--- src/hw/rtl/wcsa_pkg.sv ---
// Shared constants, codes and controller/datapath interface types.
package wcsa_pkg;

	localparam int MAX_ITEMS    = 16;
	localparam int MAX_CATS     = 8;
	localparam int MAX_SCORES   = 32;
	localparam int SLOT_TOTAL   = MAX_ITEMS * MAX_CATS;
	localparam int SLOT_W       = $clog2(SLOT_TOTAL);
	localparam int USED_W       = $clog2(SLOT_TOTAL + 1);
	localparam int SCORE_W      = (MAX_SCORES > 1) ? $clog2(MAX_SCORES) : 1;
	localparam int DESIGN_DEPTH = SLOT_TOTAL * MAX_SCORES;
	localparam int DADDR_W      = $clog2(DESIGN_DEPTH);
	localparam int SUM_W        = 48;
	localparam int ACC_W        = 64;
	localparam int COEF_W       = 16;
	localparam int CFG_IDX_W    = 2;
	localparam int CFG_DATA_W   = 8;

	typedef enum logic [1:0] {
		OP_OBS  = 2'd0,
		OP_LOAD = 2'd1,
		OP_FIN  = 2'd2,
		OP_NOP  = 2'd3
	} opcode_t;

	typedef enum logic [CFG_IDX_W-1:0] {
		REG_CATS   = 2'd0,
		REG_ITEMS  = 2'd1,
		REG_SCORES = 2'd2,
		REG_NONE   = 2'd3
	} cfg_reg_t;

	typedef struct packed {
		logic               capture;   // latch input fields
		logic               obs_rd;    // read slot sum for observation
		logic               obs_wr;    // write back observation
		logic               load_wr;   // write design entry
		logic               issue;     // issue one dot-product term
		logic [SLOT_W-1:0]  h;
		logic [SCORE_W-1:0] p;
		logic               first;
		logic               last;
		logic               term;
		logic               clr_sums;  // end of batch
		logic               dclr;      // design store clearing pass
		logic [DADDR_W-1:0] dclr_addr;
	} ctl_cmd_t;

	typedef struct packed {
		logic [USED_W-1:0]  used;
		logic [SCORE_W-1:0] n_last;
		logic               pipe_busy;
	} ctl_stat_t;

endpackage

--- src/hw/rtl/wcsa_ctrl.sv ---
// Controller: clearing pass, item dispatch and finish sequencing.
module wcsa_ctrl (
	input  logic                clk,
	input  logic                arst_n,
	input  logic                start,
	input  logic [1:0]          opcode,
	input  logic                observed,
	input  wcsa_pkg::ctl_stat_t stat,
	output logic                busy,
	output wcsa_pkg::ctl_cmd_t  cmd
);
	import wcsa_pkg::*;

	typedef enum logic [2:0] {
		ST_CLR, ST_IDLE, ST_OBS_RD, ST_OBS_WR, ST_LOAD, ST_FIN, ST_DRAIN
	} state_t;

	state_t              state_q;
	logic [DADDR_W-1:0]  clr_q;
	logic [SLOT_W-1:0]   h_q;
	logic [SCORE_W-1:0]  p_q;
	logic                term_c, last_c, accept_c;

	assign busy     = (state_q != ST_IDLE);
	assign accept_c = start && !busy;
	assign term_c   = (stat.used != '0);
	assign last_c   = term_c ? ((USED_W'(h_q) + USED_W'(1)) == stat.used) : 1'b1;

	always_comb begin
		cmd           = '0;
		cmd.capture   = accept_c;
		cmd.obs_rd    = (state_q == ST_OBS_RD);
		cmd.obs_wr    = (state_q == ST_OBS_WR);
		cmd.load_wr   = (state_q == ST_LOAD);
		cmd.issue     = (state_q == ST_FIN);
		cmd.h         = h_q;
		cmd.p         = p_q;
		cmd.first     = (h_q == '0);
		cmd.last      = last_c;
		cmd.term      = term_c;
		cmd.clr_sums  = (state_q == ST_DRAIN) && !stat.pipe_busy;
		cmd.dclr      = (state_q == ST_CLR);
		cmd.dclr_addr = clr_q;
	end

	always_ff @(posedge clk or negedge arst_n) begin
		if (!arst_n) begin
			state_q <= ST_CLR;
			clr_q   <= '0;
			h_q     <= '0;
			p_q     <= '0;
		end else begin
			unique case (state_q)
				ST_CLR: begin
					clr_q <= clr_q + DADDR_W'(1);
					if (clr_q == DADDR_W'(DESIGN_DEPTH - 1))
						state_q <= ST_IDLE;
				end
				ST_IDLE: begin
					if (accept_c) begin
						h_q <= '0;
						p_q <= '0;
						unique case (opcode_t'(opcode))
							OP_OBS:  state_q <= observed ? ST_OBS_RD : ST_IDLE;
							OP_LOAD: state_q <= ST_LOAD;
							OP_FIN:  state_q <= ST_FIN;
							OP_NOP:  state_q <= ST_IDLE;
							default: state_q <= ST_IDLE;
						endcase
					end
				end
				ST_OBS_RD: state_q <= ST_OBS_WR;
				ST_OBS_WR: state_q <= ST_IDLE;
				ST_LOAD:   state_q <= ST_IDLE;
				ST_FIN: begin
					if (last_c) begin
						h_q <= '0;
						if (p_q == stat.n_last)
							state_q <= ST_DRAIN;
						else
							p_q <= p_q + SCORE_W'(1);
					end else begin
						h_q <= h_q + SLOT_W'(1);
					end
				end
				ST_DRAIN: begin
					if (!stat.pipe_busy)
						state_q <= ST_IDLE;
				end
				default: state_q <= ST_IDLE;
			endcase
		end
	end

endmodule

--- config.mk ---
export PLATFORM = sky130hd
export DESIGN_NAME = wcsa_ctrl
export DESIGN_NICKNAME = d
export VERILOG_FILES = /design/src/hw/rtl/wcsa_pkg.sv /design/src/hw/rtl/wcsa_ctrl.sv
export SDC_FILE = /design/constraint.sdc
export NUM_CORES = 1
export LEC_CHECK = 0
export ABC_AREA = 1
export BUFFER_PORTS_ARGS = -buffer_cell sky130_fd_sc_hd__buf_4
export CELL_PAD_IN_SITES_DETAIL_PLACEMENT = 1
export CELL_PAD_IN_SITES_GLOBAL_PLACEMENT = 2
export CORE_MARGIN = 2
export CORE_UTILIZATION = 26
export DETAILED_ROUTE_END_ITERATION = 8
export PLACE_DENSITY = 0.79
export SLEW_MARGIN = 20
export SYNTH_ARGS = -nofsm -noshare
export SYNTH_HDL_FRONTEND = slang
export SYNTH_SLANG_ARGS = --single-unit
--- constraint.sdc ---
create_clock -name clk -period 1.65 [get_ports clk]
set_input_delay 0.2475 -clock clk [delete_from_list [all_inputs] [get_ports clk]]
set_output_delay 0.2475 -clock clk [all_outputs]
set_load 0.02 [all_outputs]
---- After elaboration in Yosys (flattened, before gate mapping) ----
Cells that the tools add are included.
storage, ports and cells
  bits in registers ....................... 27
  input port bits ......................... 20
  word-level logic and storage cells ...... 55
cells by class
  add/sub/neg operators ................... 4
  equality and inequality tests ........... 19
  mux-type cells .......................... 16
  reductions and logical operators ........ 12
operator list
  cell                                                              number
  3-bit two-way mux                                                 5
  5-bit two-way mux                                                 3
  3-bit case mux with 5 select lines                                1
  7-bit two-way mux                                                 2
  7-bit case mux with 2 select lines                                1
  12-bit by 1-bit adder with 12-bit output (second input constant)  1
  12-bit == test (second input constant)                            1
  3-bit case mux with 4 select lines                                1
  5-bit case mux with 2 select lines                                1
  3-bit == test (second input constant)                             3
  7-bit by 1-bit adder with 8-bit output (second input constant)    1
  8-bit == test                                                     1
  8-bit nonzero test                                                1
  7-bit by 1-bit adder with 7-bit output (second input constant)    1
  7-bit logical NOT                                                 1
  3-bit by 2-bit == test with 1-bit output (second input constant)  2
  2-bit by 1-bit != test with 1-bit output (second input constant)  3
  2-bit != test (second input constant)                             3
  5-bit by 1-bit adder with 5-bit output (second input constant)    1
  5-bit == test                                                     1
  5-bit AND reduction                                               1
  2-bit == test (second input constant)                             2
  4-bit AND reduction                                               1
  3-bit by 1-bit == test with 1-bit output (second input constant)  1
  10 further kinds                                                  12

---- Logic depth before layout (Yosys ltp) ----
  word-level depth ........................ 5
  gate-level depth with buffers ........... 14

---- Worst setup path after synthesis ----
OpenSTA, ideal clock, no wires.
  path type ............................... register to output
  start point ............................. register h_q[0]
  end point ............................... output cmd[15] (netlist name)
  arrival time ............................ 1.705 ns
  required time ........................... 1.402 ns
  path slack .............................. -0.303 ns
  cell stages (with the launch flop) ...... 11
  path buffers ............................ 1
  cells stage by stage .................... dfrtp_1 > inv_1 > ha_1 > xnor2_1 > nand2_1 > nor2_2 > nand2_1 > nor2_2 > nand3_2 > nand2_1 > buf_4
between the ends
  longest elaborated chain between the ends .. 3
RTL lines
  what                                    line             RTL
  start, declared                         wcsa_ctrl.sv:20  logic [SLOT_W-1:0] h_q;
  start signal, assigned                  wcsa_ctrl.sv:83  h_q <= h_q + SLOT_W'(1);
  7-bit by 1-bit adder with 8-bit output  wcsa_ctrl.sv:27  assign last_c = term_c ? ((USED_W'(h_q) + USED_W'(1)) == stat.used) : 1'b1;
  8-bit == test                           wcsa_ctrl.sv:27
  1-bit two-way mux                       wcsa_ctrl.sv:27
  end, declared                           wcsa_ctrl.sv:10  output wcsa_pkg::ctl_cmd_t cmd
Every way passes these cells.

==> metrics <==
outcome finished with violations; violated checks negative setup slack; chip height 88.8 um; crit path max fanout 3; Die ar. 7880 um2; Final #Nets 379; Syn. warnings 0; Syn Area/Cell 7.66 um2; Required @ worst endpoint 1.40 ns; Final Skew 0.0109 ns; Comb power frac 8.4%; Slew @ Worst Pin 0.568 ns; fin crit share 121%; row cnt 30; largest family of logic cells by synthesized area simple AND/OR/NAND/NOR gates; final setup violation count 17; sw frac 24.6%; Final Instance Area 2980 um2; clock tree buffer depth 2; Num CTS Buffers 3; top_reg_cell synth dfrtp_1; filler instances 846; DR iter-0 viols 31; Seq/Total Area, Yosys 36.2%; antenna violation net count after detailed routing 0; Seq cells post-synth 27; Max-cap violations 0; routed vias 2,012; largest net degree at the start of global routing 28; worst path arrival time 1.75 ns; Synth Instances 244; NetSw 0.288 mW; Cell variety after synth 29; worst hold-check path type in2reg; Max Slew Vio Count 0; Post-synth ARST share 100%; clock root buffer master clkbuf_8; placed inst area 2660 um2; DR WL/cell 13.4 um; Synth area leader dfrtp_1; first-pass GRT wire length 9620 um; mux cell area share after synthesis 0%; setup ws final -0.352 ns; multi-input gate area in the final layout 1170 um2; I/O Buffers 54; Synth top area share 36.2%; setup repair after global routing missed its margin true; Worst setup SP type flip-flop; fin crit period 2.00 ns; Hold Vio Cnt, Final 0; sequential power share 56.6%; starting density of the core 27.2%; cell-internal power 0.880 mW; Slew HR 62.2%; GP Congestion 0.759; number of global-route vias before repair 2,052; die width 88.8 um; complex-gate fraction of the synthesized area 5.29%; CTS tree built; CP Capture Type primary output; DR pass1 iterations 4; DRC 0; n_diodes 0; Fmax 500 MHz; Clock Pin Slew Worst Setup and Hold Paths 0.11 ns; # IOs 55; wirelength, routed 6000 um; Net Count, Synth 271; DP Wirelength 4600 um; simple-gate portion of the synthesized area 35.9%; peak supply drop 295 uV; grt total ovfl 0; Clk Latency, worst-skew pair 0.29 ns; Post-Synth XOR/XNOR Area 8.91%; via density per instance 4.50; Total GRT Usage 15.2%; pre-CTS setup slack -0.222 ns; clock share of power 35.0%; final hold slack 0.263 ns; cell area after synthesis 1870 um2; FF/Latch Area 681 um2; Util after Layout 43.4%; static leakage 1.48 nW; H-tree levels 1; Core Area 6870 um2; Power Dens Cells 392 nW/um2; WS Path Type reg2out; Sink Count 27; top post-synthesis cells by area dfrtp_1 36%, nand2_1 11%, inv_1 6.4%; fraction of layout cells with a size suffix above 1 46.4%; Post-synth EDFFs 0; initial antenna violation count 0; area grow syn2layout 59.7%; Post-Synth Adder-Cell Area 4.69%
-- state kept, by name (all words and copies together) (netlist names) --
name     cells
clr_q       12
p_q          5
state_q      3
h_q          7
-- cells in the mapped netlist, types with 4 or more instances --
cell,count
ha_1,7
o21ai_0,4
nand4_1,12
dfrtp_1,27
nand2_1,56
o22ai_1,4
xor2_1,11
nor2_1,22
xnor2_1,8
nor3_1,6
nand3_1,19
nor2_2,8
inv_1,32
-- worst paths after layout --
kind	start	end	slack, ns	cells past startpoint
worst max-delay path	h_q[0]	cmd[15]	-0.35	11
worst min-delay path	stat[0]	state_q[1]	0.26	3
worst max register to register	h_q[0]	h_q[6]	-0.29	13
worst min register to register	clr_q[9]	clr_q[9]	0.50	1
max in group asynchronous	arst_n	h_q[2]	0.92	2
min in group asynchronous	arst_n	clr_q[9]	0.42	2
-- cell type report --
type / count / area share (%)
clock inverter: 1 / 0.252
tap: 96 / 4.03
clock buffer: 3 / 1.38
sequential: 27 / 22.8
timing repair buffer: 107 / 27.5
inverter: 35 / 4.74
multi-input combinational: 178 / 39.3
-- routing by layer --
metal	track usage [%]	wire length (um)	share of wire (%)	up-vias
met1	21.3	2770	46	976
met3	1.21	161	2.7	6
li1	-	-	-	1001
met5	0	0	0	-
met2	25.7	3010	50	29
met4	3.31	62	1.0	0
-- cells by family after synthesis --
logic type,Yosys count
xor+xnor,19
simple gates,136
compound gates,16
buf+inv,39
flops,27
fa+ha+maj,7
-- power by group through the flow --
stage               Clock (mW)  Combinational, mW  Sequential (mW)
floorplan                    0             0.0297            0.674
global placement             0             0.0926            0.674
detailed placement           0             0.0941            0.674
CTS                      0.420             0.0984            0.661
global route             0.436              0.110            0.661
finish                   0.409             0.0979            0.661
-- repair_timing --
item	in CTS	in global routing
hold buffers	1	0
setup buffers	7	7
setup endpoints to repair	22	24
hold endpoints to repair	27	0
pin swaps	6	9
resized for setup	23	25
-- per-stage QoR --
step | cells | TNS [ns] | power [mW]
6_report | 447 | -4.21 | 1.17
5_1_grt | 447 | -6.72 | 1.21
4_1_cts | 441 | -4.09 | 1.18
3_5_place_dp | 429 | -2.88 | 0.768
3_3_place_gp | 429 | -2.06 | 0.767
2_1_floorplan | 244 | -1.09 | 0.704
-- placed cells by master (no fill, tap or decap), types with 2 or more instances in the layout --
master    synthesis  final
nand2_1          56     50
nand2_4           0      2
inv_4             0      2
inv_2             3     10
nor4_1            3      2
nand3_1          19     17
nor2_2            8      6
buf_4             3    102
nand3_2           3      3
clkbuf_8          0      3
nor2_4            1      5
dfrtp_1          27     23
ha_4              0      2
nor2_1           22     20
ha_1              7      5
xor2_1           11     11
a21oi_1           2      2
o22ai_1           4      4
inv_1            32     22
o21ai_2           0      2
buf_6             0      4
nand2_2           2      5
o21ai_0           4      3
nand3_4           2      4
xnor2_1           8      7
nor3_1            6      5
nand4_1          12     12
dfrtp_2           0      4
-- worst max-delay path: stages (launching register included) --
cell and delay (ns):
dfrtp_2 0.46, ha_4 0.20, inv_2 0.07, nand2_4 0.05, nand3_1 0.07, nand2_1 0.08
nor2_2 0.10, nand2_1 0.06, nor2_2 0.09, nand3_2 0.08, nand2_2 0.08, buf_6 0.11
No activity file was read; power rests on OpenSTA's default activity.
